### src/hw/rtl/idpa_pkg.sv
// Shared types, constants and helper functions for the ID pool allocator.
// No dependencies; used by idpa_bitmap and id_pool_allocator_core.
package idpa_pkg;

   localparam int POOL_SIZE      = 256;
   localparam int ID_WIDTH       = 8;
   localparam int COUNT_WIDTH    = 9;
   localparam int ROW_WIDTH      = 32;
   localparam int ROW_COUNT      = POOL_SIZE / ROW_WIDTH;
   localparam int ROW_IDX_WIDTH  = $clog2(ROW_COUNT);
   localparam int BIT_IDX_WIDTH  = $clog2(ROW_WIDTH);
   localparam int CSR_ADDR_WIDTH = 3;
   localparam int CSR_DATA_WIDTH = 32;

   localparam logic [COUNT_WIDTH-1:0] POOL_COUNT = COUNT_WIDTH'(POOL_SIZE);
   localparam logic [COUNT_WIDTH-1:0] INIT_COUNT_RESET = COUNT_WIDTH'(1);

   // Operation codes
   localparam logic [2:0] OP_ALLOC   = 3'd0;
   localparam logic [2:0] OP_CLAIM   = 3'd1;
   localparam logic [2:0] OP_RELEASE = 3'd2;
   localparam logic [2:0] OP_QUERY   = 3'd3;
   localparam logic [2:0] OP_GROW    = 3'd4;

   // Register index of initial_id_count
   localparam logic CSR_IDX_INIT_COUNT = 1'b0;

   typedef enum logic [1:0] {
      ST_IDLE,
      ST_PREP,
      ST_CHECK
   } state_type;

   typedef struct packed {
      logic [2:0]             op;
      logic [ID_WIDTH-1:0]    id;
      logic [COUNT_WIDTH-1:0] amount;
   } req_type;

   typedef struct packed {
      logic                   ok;
      logic [ID_WIDTH-1:0]    result_id;
      logic [COUNT_WIDTH-1:0] limit_now;
      logic [COUNT_WIDTH-1:0] free_now;
   } rsp_type;

   // Bitmap access request from the sequencer
   typedef struct packed {
      logic                     rd_en;
      logic [ROW_IDX_WIDTH-1:0] rd_row;
      logic                     wr_en;
      logic [ROW_IDX_WIDTH-1:0] wr_row;
      logic [ROW_WIDTH-1:0]     wr_data;
   } bm_req_type;

   // Zero maps to one, anything above the pool size saturates.
   function automatic logic [COUNT_WIDTH-1:0] effective_count(
      input logic [COUNT_WIDTH-1:0] n);
      logic [COUNT_WIDTH-1:0] r;
      r = n;
      if (n == '0) begin
         r = COUNT_WIDTH'(1);
      end else if (n > POOL_COUNT) begin
         r = POOL_COUNT;
      end
      return r;
   endfunction

   // Amount actually added to the limit, capped by the room left.
   function automatic logic [COUNT_WIDTH-1:0] capped_add(
      input logic [COUNT_WIDTH-1:0] limit,
      input logic [COUNT_WIDTH-1:0] add);
      logic [COUNT_WIDTH-1:0] room;
      room = POOL_COUNT - limit;
      return (add > room) ? room : add;
   endfunction

   // Position of the lowest clear bit in a row (row must not be all ones).
   function automatic logic [BIT_IDX_WIDTH-1:0] lowest_zero(
      input logic [ROW_WIDTH-1:0] row);
      logic [BIT_IDX_WIDTH-1:0] pos;
      pos = '0;
      for (int i = ROW_WIDTH - 1; i >= 0; i--) begin
         if (!row[i]) begin
            pos = BIT_IDX_WIDTH'(i);
         end
      end
      return pos;
   endfunction

endpackage

### src/hw/rtl/idpa_bitmap.sv
// Taken-ID bitmap: a row-organized synchronous memory with registered read
// data and per-row valid bits. Depends on idpa_pkg.
module idpa_bitmap (
   input  logic                             clock,
   input  logic                             reset,
   input  logic                             clear,
   input  idpa_pkg::bm_req_type             req,
   output logic [idpa_pkg::ROW_WIDTH-1:0]   rd_data
);

   logic [idpa_pkg::ROW_WIDTH-1:0] mem [idpa_pkg::ROW_COUNT];
   logic [idpa_pkg::ROW_COUNT-1:0] row_valid_ff;
   logic [idpa_pkg::ROW_WIDTH-1:0] rd_data_ff;
   logic                           rd_valid_ff;

   always_ff @(posedge clock) begin
      if (req.wr_en) begin
         mem[req.wr_row] <= req.wr_data;
      end
      if (req.rd_en) begin
         rd_data_ff <= mem[req.rd_row];
      end
   end

   always_ff @(posedge clock) begin
      if (reset || clear) begin
         row_valid_ff <= '0;
         rd_valid_ff  <= 1'b0;
      end else begin
         if (req.wr_en) begin
            row_valid_ff[req.wr_row] <= 1'b1;
         end
         if (req.rd_en) begin
            rd_valid_ff <= row_valid_ff[req.rd_row];
         end
      end
   end

   // A row never written reads as all free
   assign rd_data = rd_valid_ff ? rd_data_ff : '0;

endmodule

### src/hw/rtl/id_pool_allocator_core.sv
// ID pool allocator top level: request sequencer, limit and free counters,
// APB-style register port. Depends on idpa_pkg and idpa_bitmap.
//
// Usage: assert start with a request on req_data while busy is low; the
// request is taken at that edge and busy rises. Exactly one response
// follows per request, on rsp_data for a single cycle marked by rsp_strobe;
// the receiver cannot stall it, so sample it when the strobe is high.
// Grow, unused op codes and an allocate that still finds no free ID after
// doubling the limit finish in PREP; claim, release and query go through
// PREP and CHECK; a successful allocate-lowest stays in CHECK while it
// reads each further 32-bit bitmap row past row 0 in search of a clear
// bit, since the bitmap memory returns one row per cycle. The response
// strobe is high in the first cycle in which busy is low again, and a new
// start may be given in that same cycle. Writing initial_id_count
// (address 0) restarts the pool at once: all IDs free, limit and free
// count load the initial count from bits 8:0 (zero counts as one, values
// above 256 saturate). Write it only while the block is idle.
module id_pool_allocator_core (
   input  logic                                  clock,
   input  logic                                  reset,
   // request channel
   input  logic                                  start,
   output logic                                  busy,
   input  idpa_pkg::req_type                     req_data,
   // response channel
   output logic                                  rsp_strobe,
   output idpa_pkg::rsp_type                     rsp_data,
   // register port
   input  logic                                  psel,
   input  logic                                  penable,
   input  logic                                  pwrite,
   input  logic [idpa_pkg::CSR_ADDR_WIDTH-1:0]   paddr,
   input  logic [idpa_pkg::CSR_DATA_WIDTH-1:0]   pwdata,
   output logic [idpa_pkg::CSR_DATA_WIDTH-1:0]   prdata,
   output logic                                  pready
);

   localparam int CW = idpa_pkg::COUNT_WIDTH;

   idpa_pkg::state_type                  state_ff, state_in;
   idpa_pkg::req_type                    req_ff;
   logic [idpa_pkg::ROW_IDX_WIDTH-1:0]   row_ff, row_in;
   logic [CW-1:0]                        limit_ff, limit_in;
   logic [CW-1:0]                        free_ff, free_in;
   logic [CW-1:0]                        init_ff;
   logic                                 rsp_strobe_ff;
   idpa_pkg::rsp_type                    rsp_data_ff;

   logic                                 accept;
   logic                                 cfg_write;
   logic                                 fire;
   logic                                 rsp_ok;
   logic [idpa_pkg::ID_WIDTH-1:0]        rsp_rid;
   logic [CW-1:0]                        add;
   logic                                 in_range;
   logic                                 id_bit;
   logic [idpa_pkg::BIT_IDX_WIDTH-1:0]   id_pos;
   logic [idpa_pkg::ROW_IDX_WIDTH-1:0]   id_row;
   logic [idpa_pkg::BIT_IDX_WIDTH-1:0]   free_pos;
   logic [idpa_pkg::ROW_WIDTH-1:0]       row_data;
   idpa_pkg::bm_req_type                 bm_req;

   assign accept    = start && !busy;
   assign cfg_write = psel && penable && pwrite && pready &&
                      (paddr[2] == idpa_pkg::CSR_IDX_INIT_COUNT);

   // Register port: single register, always ready
   assign pready = 1'b1;
   assign prdata = (paddr[2] == idpa_pkg::CSR_IDX_INIT_COUNT)
                   ? idpa_pkg::CSR_DATA_WIDTH'(init_ff) : '0;

   assign busy = (state_ff != idpa_pkg::ST_IDLE);

   // Split the requested ID into bitmap row and bit position
   assign id_row = req_ff.id[idpa_pkg::ID_WIDTH-1 -: idpa_pkg::ROW_IDX_WIDTH];
   assign id_pos = req_ff.id[idpa_pkg::BIT_IDX_WIDTH-1:0];

   assign in_range = ({1'b0, req_ff.id} < limit_ff);
   assign id_bit   = row_data[id_pos];
   assign free_pos = idpa_pkg::lowest_zero(row_data);

   idpa_bitmap u_bitmap (
      .clock   (clock),
      .reset   (reset),
      .clear   (cfg_write),
      .req     (bm_req),
      .rd_data (row_data)
   );

   // Sequencer: PREP applies limit changes, then reads the first row or ends
   // the request; CHECK inspects the row, writes it back and ends or reads on.
   always_comb begin
      state_in = state_ff;
      row_in   = row_ff;
      limit_in = limit_ff;
      free_in  = free_ff;
      fire     = 1'b0;
      rsp_ok   = 1'b0;
      rsp_rid  = '0;
      add      = '0;
      bm_req   = '0;

      unique case (state_ff)
         idpa_pkg::ST_IDLE: begin
            if (accept) begin
               state_in = idpa_pkg::ST_PREP;
            end
         end

         idpa_pkg::ST_PREP: begin
            unique case (req_ff.op) inside
               idpa_pkg::OP_ALLOC, idpa_pkg::OP_CLAIM: begin
                  // Double the limit when nothing is free
                  if (free_ff == '0) begin
                     add = idpa_pkg::capped_add(limit_ff, limit_ff);
                  end
                  limit_in = limit_ff + add;
                  free_in  = free_ff + add;
                  if (req_ff.op == idpa_pkg::OP_ALLOC) begin
                     if (free_in == '0) begin
                        fire     = 1'b1;
                        state_in = idpa_pkg::ST_IDLE;
                     end else begin
                        row_in        = '0;
                        bm_req.rd_en  = 1'b1;
                        bm_req.rd_row = '0;
                        state_in      = idpa_pkg::ST_CHECK;
                     end
                  end else begin
                     bm_req.rd_en  = 1'b1;
                     bm_req.rd_row = id_row;
                     state_in      = idpa_pkg::ST_CHECK;
                  end
               end
               idpa_pkg::OP_RELEASE, idpa_pkg::OP_QUERY: begin
                  bm_req.rd_en  = 1'b1;
                  bm_req.rd_row = id_row;
                  state_in      = idpa_pkg::ST_CHECK;
               end
               idpa_pkg::OP_GROW: begin
                  add      = idpa_pkg::capped_add(limit_ff, req_ff.amount);
                  limit_in = limit_ff + add;
                  free_in  = free_ff + add;
                  rsp_ok   = (req_ff.amount != '0) && (add != '0);
                  fire     = 1'b1;
                  state_in = idpa_pkg::ST_IDLE;
               end
               default: begin
                  // Unused codes: fail, no change
                  fire     = 1'b1;
                  state_in = idpa_pkg::ST_IDLE;
               end
            endcase
         end

         idpa_pkg::ST_CHECK: begin
            unique case (req_ff.op)
               idpa_pkg::OP_ALLOC: begin
                  // A free ID is known to exist below the limit, and all IDs
                  // at or above it are clear, so the first clear bit wins.
                  if (row_data != '1) begin
                     bm_req.wr_en   = 1'b1;
                     bm_req.wr_row  = row_ff;
                     bm_req.wr_data = row_data |
                        (idpa_pkg::ROW_WIDTH'(1) << free_pos);
                     free_in  = free_ff - CW'(1);
                     rsp_ok   = 1'b1;
                     rsp_rid  = {row_ff, free_pos};
                     fire     = 1'b1;
                     state_in = idpa_pkg::ST_IDLE;
                  end else begin
                     // Advance to the next row
                     row_in        = row_ff + idpa_pkg::ROW_IDX_WIDTH'(1);
                     bm_req.rd_en  = 1'b1;
                     bm_req.rd_row = row_in;
                  end
               end
               idpa_pkg::OP_CLAIM: begin
                  if (in_range && !id_bit) begin
                     bm_req.wr_en   = 1'b1;
                     bm_req.wr_row  = id_row;
                     bm_req.wr_data = row_data |
                        (idpa_pkg::ROW_WIDTH'(1) << id_pos);
                     free_in = free_ff - CW'(1);
                     rsp_ok  = 1'b1;
                  end
                  fire     = 1'b1;
                  state_in = idpa_pkg::ST_IDLE;
               end
               idpa_pkg::OP_RELEASE: begin
                  if (in_range && id_bit) begin
                     bm_req.wr_en   = 1'b1;
                     bm_req.wr_row  = id_row;
                     bm_req.wr_data = row_data &
                        ~(idpa_pkg::ROW_WIDTH'(1) << id_pos);
                     free_in = free_ff + CW'(1);
                     rsp_ok  = 1'b1;
                  end
                  fire     = 1'b1;
                  state_in = idpa_pkg::ST_IDLE;
               end
               idpa_pkg::OP_QUERY: begin
                  rsp_ok   = in_range && !id_bit;
                  fire     = 1'b1;
                  state_in = idpa_pkg::ST_IDLE;
               end
               default: begin
                  fire     = 1'b1;
                  state_in = idpa_pkg::ST_IDLE;
               end
            endcase
         end

         default: begin
            state_in = idpa_pkg::ST_IDLE;
         end
      endcase
   end

   // Control state; a register write restarts the pool
   always_ff @(posedge clock) begin
      if (reset) begin
         state_ff      <= idpa_pkg::ST_IDLE;
         init_ff       <= idpa_pkg::INIT_COUNT_RESET;
         limit_ff      <= idpa_pkg::INIT_COUNT_RESET;
         free_ff       <= idpa_pkg::INIT_COUNT_RESET;
         row_ff        <= '0;
         rsp_strobe_ff <= 1'b0;
      end else if (cfg_write) begin
         state_ff      <= idpa_pkg::ST_IDLE;
         init_ff       <= pwdata[CW-1:0];
         limit_ff      <= idpa_pkg::effective_count(pwdata[CW-1:0]);
         free_ff       <= idpa_pkg::effective_count(pwdata[CW-1:0]);
         row_ff        <= '0;
         rsp_strobe_ff <= 1'b0;
      end else begin
         state_ff      <= state_in;
         limit_ff      <= limit_in;
         free_ff       <= free_in;
         row_ff        <= row_in;
         rsp_strobe_ff <= fire;
      end
   end

   // Payload registers: hold the request, capture the response
   always_ff @(posedge clock) begin
      if (accept) begin
         req_ff <= req_data;
      end
      if (fire) begin
         rsp_data_ff.ok        <= rsp_ok;
         rsp_data_ff.result_id <= rsp_rid;
         rsp_data_ff.limit_now <= limit_in;
         rsp_data_ff.free_now  <= free_in;
      end
   end

   assign rsp_strobe = rsp_strobe_ff;
   assign rsp_data   = rsp_data_ff;

endmodule

### config.mk
export PLATFORM = sky130hd
export DESIGN_NAME = id_pool_allocator_core
export DESIGN_NICKNAME = d
export VERILOG_FILES = /design/src/hw/rtl/idpa_pkg.sv /design/src/hw/rtl/idpa_bitmap.sv /design/src/hw/rtl/id_pool_allocator_core.sv
export SDC_FILE = /design/constraint.sdc
export NUM_CORES = 1
export LEC_CHECK = 0
export BUFFER_PORTS_ARGS = -buffer_cell sky130_fd_sc_hd__buf_2
export CAP_MARGIN = 10
export CELL_PAD_IN_SITES_DETAIL_PLACEMENT = 1
export CELL_PAD_IN_SITES_GLOBAL_PLACEMENT = 1
export CORE_MARGIN = 2
export CORE_UTILIZATION = 53
export DETAILED_ROUTE_END_ITERATION = 6
export PLACE_DENSITY_LB_ADDON = 0.1
export SLEW_MARGIN = 40
export SYNTH_ARGS = -nofsm -noshare
export SYNTH_HDL_FRONTEND = slang
export SYNTH_SLANG_ARGS = --single-unit
### constraint.sdc
create_clock -name clock -period 10.55 [get_ports clock]
set_input_delay 1.5825 -clock clock [delete_from_list [all_inputs] [get_ports clock]]
set_output_delay 1.5825 -clock clock [all_outputs]
set_load 0.01 [all_outputs]
=== Word-level counts from Yosys, hierarchy flattened ===
Memories as Yosys holds them, arrays and structs flattened. A register that Yosys moved wholly into a read port is not among the register bits.
Cells that the tools add are included.

* Add/subtract/negate cells: 8
* Order comparisons: 8
* Shift-type cells: 2
* Reduce and logical (&&, ||, !) cells: 26
* Equal/unequal tests: 14
* Bitwise logic cells: 6
* Muxes and demuxes: 94

{| class="wikitable"
|+ Operators by type and width
! kind !! count
|-
| two-way mux 5 bit || 32
|-
| two-way mux 36 bit || 4
|-
| two-way mux 9 bit || 14
|-
| case mux 36 bit (3 select lines) || 1
|-
| bitwise OR 32 bit || 2
|-
| left shift 1 x 5 -> 32 bit (first input constant) || 2
|-
| case mux 9 bit (2 select lines) || 3
|-
| adder 9 bit || 4
|-
| AND 32 bit || 1
|-
| two-way mux 32 bit || 1
|-
| != test 32 bit (second input constant) || 1
|-
| NOT 32 bit || 1
|-
| logical NOT 9 bit || 3
|-
| case mux 9 bit (3 select lines) || 1
|-
| > comparator 9 bit || 2
|-
| nonzero test 9 bit || 2
|-
| two-way mux 4 bit || 4
|-
| case mux 4 bit (2 select lines) || 2
|-
| two-way mux 3 bit || 5
|-
| two-way mux 1 bit || 12
|-
| two-way mux 2 bit || 5
|-
| != test 2 bit (second input constant) || 5
|-
| adder 9 x 1 -> 9 bit (second input constant) || 1
|-
| > comparator 9 bit (second input constant) || 1
|-
| other kinds (34) || 49
|}

* Flip-flop bits (word level): 89
* Memories: 1
* Word-level logic and storage cells: 174
* Input port bits: 61
* Bits in writable memories: 256
* Output and inout bits: 62

{| class="wikitable"
|+ Memory list
! name !! depth !! width !! read ports !! clocked after Yosys merged registers in !! write ports !! RTL line !! RTL
|-
| u_bitmap.mem || 8 || 32 || 1 || 1 || 1 || idpa_bitmap.sv:11 || <nowiki>logic [idpa_pkg::ROW_WIDTH-1:0] mem [idpa_pkg::ROW_COUNT];</nowiki>
|}

=== Depth between registers and ports, before layout ===
* Depth after elaboration: 43
* Depth in mapped cells: 28
* Depth with buffers taken out: 27

=== Modules after synthesis ===
From an unflattened synthesis, not the netlist that was laid out.

* Cell total of the unflattened synthesis: 1,548
* Area total of the unflattened synthesis: 19,374.8 sq um

{| class="wikitable"
|+ Modules (own cells, without submodules)
! module !! area an instance (sq um) !! cells each !! times used !! sequential area each (sq um)
|-
| idpa_bitmap || 11,243.3 || 476 || 1 || 8,828.5
|-
| id_pool_allocator_core || 8,131.5 || 1,072 || 1 || 2,072.0
|}

=== Least setup slack after synthesis ===
No wires, ideal clock.

* Kind: register to register
* Start point: register limit_ff[1]
* End point: register u_bitmap.rd_valid_ff
* Required time: 10.462 ns
* Library setup time: 0.088 ns
* Data arrival time: 5.887 ns
* Clock period less this slack: 5.975 ns
* Slack: 4.575 ns
* Buffers on the path: 0
* Stages on the path, launching flop included: 24
* Cells stage by stage: dfxtp_1 > nor3_1 > inv_1 > ha_1 > inv_1 > o21a_1 > o21ai_0 > o21ai_0 > a21oi_1 > o31ai_2 > nor2b_1 > xnor2_1 > nor2_1 > ha_1 > nor2b_1 > o21a_1 > o21ai_0 > a21oi_1 > or3_1 > nand3_1 > nor3_1 > a31oi_1 > o21ai_0 > a21oi_1

{| class="wikitable"
|+ RTL lines
! item !! RTL line !! RTL
|-
| start, declared || id_pool_allocator_core.sv:43 || <nowiki>logic [CW-1:0] limit_ff, limit_in;</nowiki>
|-
| start signal, assigned || id_pool_allocator_core.sv:225 || <nowiki>limit_ff <= idpa_pkg::INIT_COUNT_RESET;</nowiki>
|-
| start signal, assigned || id_pool_allocator_core.sv:232 || <nowiki>limit_ff <= idpa_pkg::effective_count(pwdata[CW-1:0]);</nowiki>
|-
| start signal, assigned || id_pool_allocator_core.sv:238 || <nowiki>limit_ff <= limit_in;</nowiki>
|-
| end signal, assigned || idpa_bitmap.sv:34 || <nowiki>rd_valid_ff <= row_valid_ff[req.rd_row];</nowiki>
|-
| end, declared || idpa_bitmap.sv:14 || <nowiki>logic rd_valid_ff;</nowiki>
|}

=== Worst setup path after layout ===
* Start point: register limit_ff[0]
* End point: register rsp_data_ff, in the netlist rsp_data[14] (enable)

* Word-level cells in the longest chain between the ends: 12

{| class="wikitable"
|+ Ends and longest elaborated chain
! item !! RTL line !! RTL
|-
| subtractor 9 bit || idpa_pkg.sv:74 || <nowiki>room = POOL_COUNT - limit;</nowiki>
|-
| > comparator 9 bit || idpa_pkg.sv:75 || <nowiki>return (add > room) ? room : add;</nowiki>
|-
| two-way mux 9 bit (*) || idpa_pkg.sv:75 ||
|-
| two-way mux 9 bit (*) || id_pool_allocator_core.sv:114 || <nowiki>if (free_ff == '0) begin</nowiki>
|-
| two-way mux 9 bit (*) || id_pool_allocator_core.sv:111 || <nowiki>unique case (req_ff.op) inside</nowiki>
|-
| two-way mux 9 bit (*) || id_pool_allocator_core.sv:103 || <nowiki>unique case (state_ff)</nowiki>
|-
| adder 9 bit (*) || id_pool_allocator_core.sv:118 || <nowiki>free_in = free_ff + add;</nowiki>
|-
| logical NOT 9 bit (*) || id_pool_allocator_core.sv:120 || <nowiki>if (free_in == '0) begin</nowiki>
|-
| two-way mux 1 bit (*) || id_pool_allocator_core.sv:120 ||
|-
| two-way mux 1 bit (*) || id_pool_allocator_core.sv:119 || <nowiki>if (req_ff.op == idpa_pkg::OP_ALLOC) begin</nowiki>
|-
| case mux 1 bit (2 select lines) (*) || id_pool_allocator_core.sv:111 ||
|-
| case mux 1 bit (2 select lines) (*) || id_pool_allocator_core.sv:103 ||
|-
| named net fire || id_pool_allocator_core.sv:51 || <nowiki>logic fire;</nowiki>
|-
| end, declared || id_pool_allocator_core.sv:47 || <nowiki>idpa_pkg::rsp_type rsp_data_ff;</nowiki>
|}

Mark *: on every way through the listed nets, which the timed path passes. The rest lies on a longest branch. The select of a mux whose other input is x is not followed.
A chain may end at the register's enable or synchronous reset.

==> flow_summary.ini <==
[floorplan]
start_util_pct = 53.7
core_area_um2 = 37600
pin_count = 123
die_x_um = 199
dieArea_um2 = 39600
fp.dieH_um = 199
fp-row-count = 71

[logic_synthesis]
yosysTopAreaCellShare_pct = 49.9
ys_seq_elements = 377
yosys.area.top_type = edfxtp_1
synth_async_sr_flop_share_pct = 0
ys_top_cells_by_area = edfxtp_1 50%, nand2_1 4.7%, dfxtp_1 4.2%, a21oi_1 3.5%, ha_1 3.2%
syn_inst = 1926
syn_area_um2 = 20200
synth-edff-count = 335
synthMostInstantiatedCell = edfxtp_1
syn_area_per_cell_um2 = 10.5
yosysSeqAreaShare_pct = 54.0
synth-main-ff-cell = edfxtp_1
synth.distinct_cells = 90
synth_common_cells = 335 x edfxtp_1, 254 x nand2_1, 141 x a21oi_1
ys_warn_count = 0

[finish]
fin_cells = 2500
fin_area_um2 = 22300
final_core_util_pct = 59.4
area_delta_synth_final_pct = 10.6
nets = 2071
multi_input_area_um2 = 8520
fillCellCount = 4039
seq_area_um2 = 10900
final_layout_size_suffix_gt1_share_pct = 12.7

[drt]
via_per_inst = 6.54
drt_iter0_markers = 1453
drc_errors = 0
vias = 16300
drtAntennaViolNets = 0
wl_mm = 65.3
first_pass_iters = 5
wl_per_cell_um = 26.1

[clocking]
post_cts_buffers = 0
clk_pin_slew_ps = 60
cts_tree = done
cts_hold_buffers = 0
cts_root_buffer = clkbuf_16
cts_buffers = 41
cts_buffer_depth = 3
clock_sinks = 377
cts_resized = 0
cts.htree.levels = 2
insertion_delay_ps = 580

[flow_run]
maxCapViolations = 0

[outcome]
status = finished, final reports clean

[min_path]
min_path_type = flip-flop to flip-flop

[setup_path]
cp_data_arrival_time_ps = 6700
worstSetupPathType = flip-flop to flip-flop
path_max_fanout = 23
cp.required_ps = 10780
endpoint_kind = flip-flop
crit_path_start_kind = flip-flop

[power_and_ir_drop]
p_comb_share_pct = 9.7
p_sw_w = 0.000859
p_int_w = 0.00259
p_clk_share_pct = 42.4
p_seq_share_pct = 47.9
leakage_nw = 7.24
powerDensity_nw_per_um2 = 155
switching_share_pct = 24.9
ir_drop_v = 0.000165

[global_routing]
first_global_vias = 16800
grt_util_all_layers_pct = 33.5
grt_max_degree = 76
grt_pass1_wl_mm = 99.9
grt_overflow_total = 0
antenna_found_initial = 1

[place]
routabilityCongestion = 0.949
port_buffers = 73
dp_cells = 2420
dp_hpwl_mm = 43.1
placed_area_um2 = 20900

[timing]
max_freq_mhz = 154
hold_viol = 0
period_share_pct = 61.4
relSlewSlack_pct = 43.1
rsz0062_at_grt = false
slew_violations = 0
timing.setup.tns_ps = 0
timing.final.setup_violations = 0
tightest_slew_ps = 847
skew_ps = 20.5
finalCriticalPeriod_ps = 6470
## per-layer routing
layer	GRT usage (%)	wire, µm
met1	43.8	26900
met2	55.6	31300
met3	4.96	4440
met4	14.7	2610
met5	0	11
## area by class of cell
cell class	count	area share, %
Antenna cell	2	0.0224
Clock buffer	54	4.91
Clock inverter	21	1.20
Inverter	59	0.992
Multi-Input combinational cell	1366	38.2
Sequential cell	377	48.9
Tap cell	511	2.87
Timing Repair Buffer	110	2.97
## kinds of logic (layout without fill, tap and decap cells)
group / Yosys count / count (layout) / share of synthesized area, %
XOR/XNOR: 35 / 35 / 1.52
AO/OA/AOI/OAI: 540 / 540 / 17.9
adder cells (fa/ha/maj): 55 / 55 / 3.52
flip-flops: 377 / 377 / 54.0
multiplexers: 21 / 21 / 1.10
other: 2 / 26 / 0.0372
buffers and inverters: 205 / 244 / 4.71
AND/OR/NAND/NOR: 691 / 691 / 17.1
## worst max-delay path, stage by stage (launching register included)
cell and delay [ps]:
dfxtp_1 420, nor3_1 420, nand4_1 150, ha_1 390, xnor2_1 290, a21oi_1 150, o31ai_2 570, nor2b_1 250
xnor2_1 190, nor2_1 110, ha_1 360, nor2b_1 150, o21a_1 190, o21ai_0 240, a21oi_1 130, o21ai_0 230
nand3_1 100, nor3_1 690, a21oi_1 170, a2bb2oi_1 200, nor2b_2 310, buf_4 410
## power by group through the flow
stage	combinational, W	sequential [W]	clock, W
2_1_floorplan	0.000236	0.00167	0
5_1_grt	0.000363	0.00165	0.00153
3_5_place_dp	0.000321	0.00169	0
4_1_cts	0.000325	0.00166	0.00148
6_report	0.000334	0.00165	0.00147
3_3_place_gp	0.000309	0.00169	0
## cells in the final DEF, fill, tap and decap left out, types with 8 or more instances in the layout
master,netlist,layout
nor2b_1,32,29
nand2_1,254,251
xor2_1,13,13
o21a_1,19,19
a31oi_1,19,18
xnor2_1,22,22
clkbuf_1,72,12
buf_2,34,73
a21boi_0,9,9
a22o_1,19,19
ha_1,52,50
a22oi_1,13,13
o221ai_1,8,8
or3_1,8,8
nand3_1,97,97
edfxtp_1,335,335
nand2b_1,20,19
a21o_1,11,11
nor3_1,27,27
mux2i_1,12,12
a31o_2,32,32
and2_1,16,14
o22ai_1,21,21
clkbuf_16,0,42
clkinv_1,0,8
a21oi_1,141,140
o21ai_0,96,95
and3_1,11,11
buf_4,29,34
conb_1,2,24
nor2_1,105,103
dfxtp_1,42,41
inv_1,59,59
o211ai_1,74,74
nand3b_1,69,69
nand4_1,12,12
## worst paths after layout
check | startpoint | depth (start not counted) | slack (ps) | endpoint
worst max-delay path | limit_ff[0] | 21 | 4080 | rsp_data[14]
worst min register to register | init_ff[8] | 2 | 450 | init_ff[8]
worst min-delay path | init_ff[8] | 2 | 450 | init_ff[8]
worst max register to register | limit_ff[0] | 21 | 4080 | rsp_data[14]
## flip-flops by register name, summed over array words and instances (netlist names)
signal and count:
init_ff 9, id_row 3, row_ff 3, u_bitmap.row_valid_ff 8, u_bitmap.rd_data_ff 32, id_pos 5, rsp_data 27, u_bitmap.mem 256
u_bitmap.rd_valid_ff 1, req_ff 12, limit_ff 9, state_ff 2, free_ff 9, rsp_strobe 1
## metrics by stage
step | worst slack, ps | hold WS, ps | power [W]
finish | 4080 | 453 | 0.00345
global route | 3510 | 497 | 0.00355
detailed placement | 4270 | 447 | 0.00201
global placement | 4100 | 440 | 0.00199
CTS | 4190 | 456 | 0.00346
floorplan | 4580 | 430 | 0.00190
No activity file was read; power rests on OpenSTA's default activity.
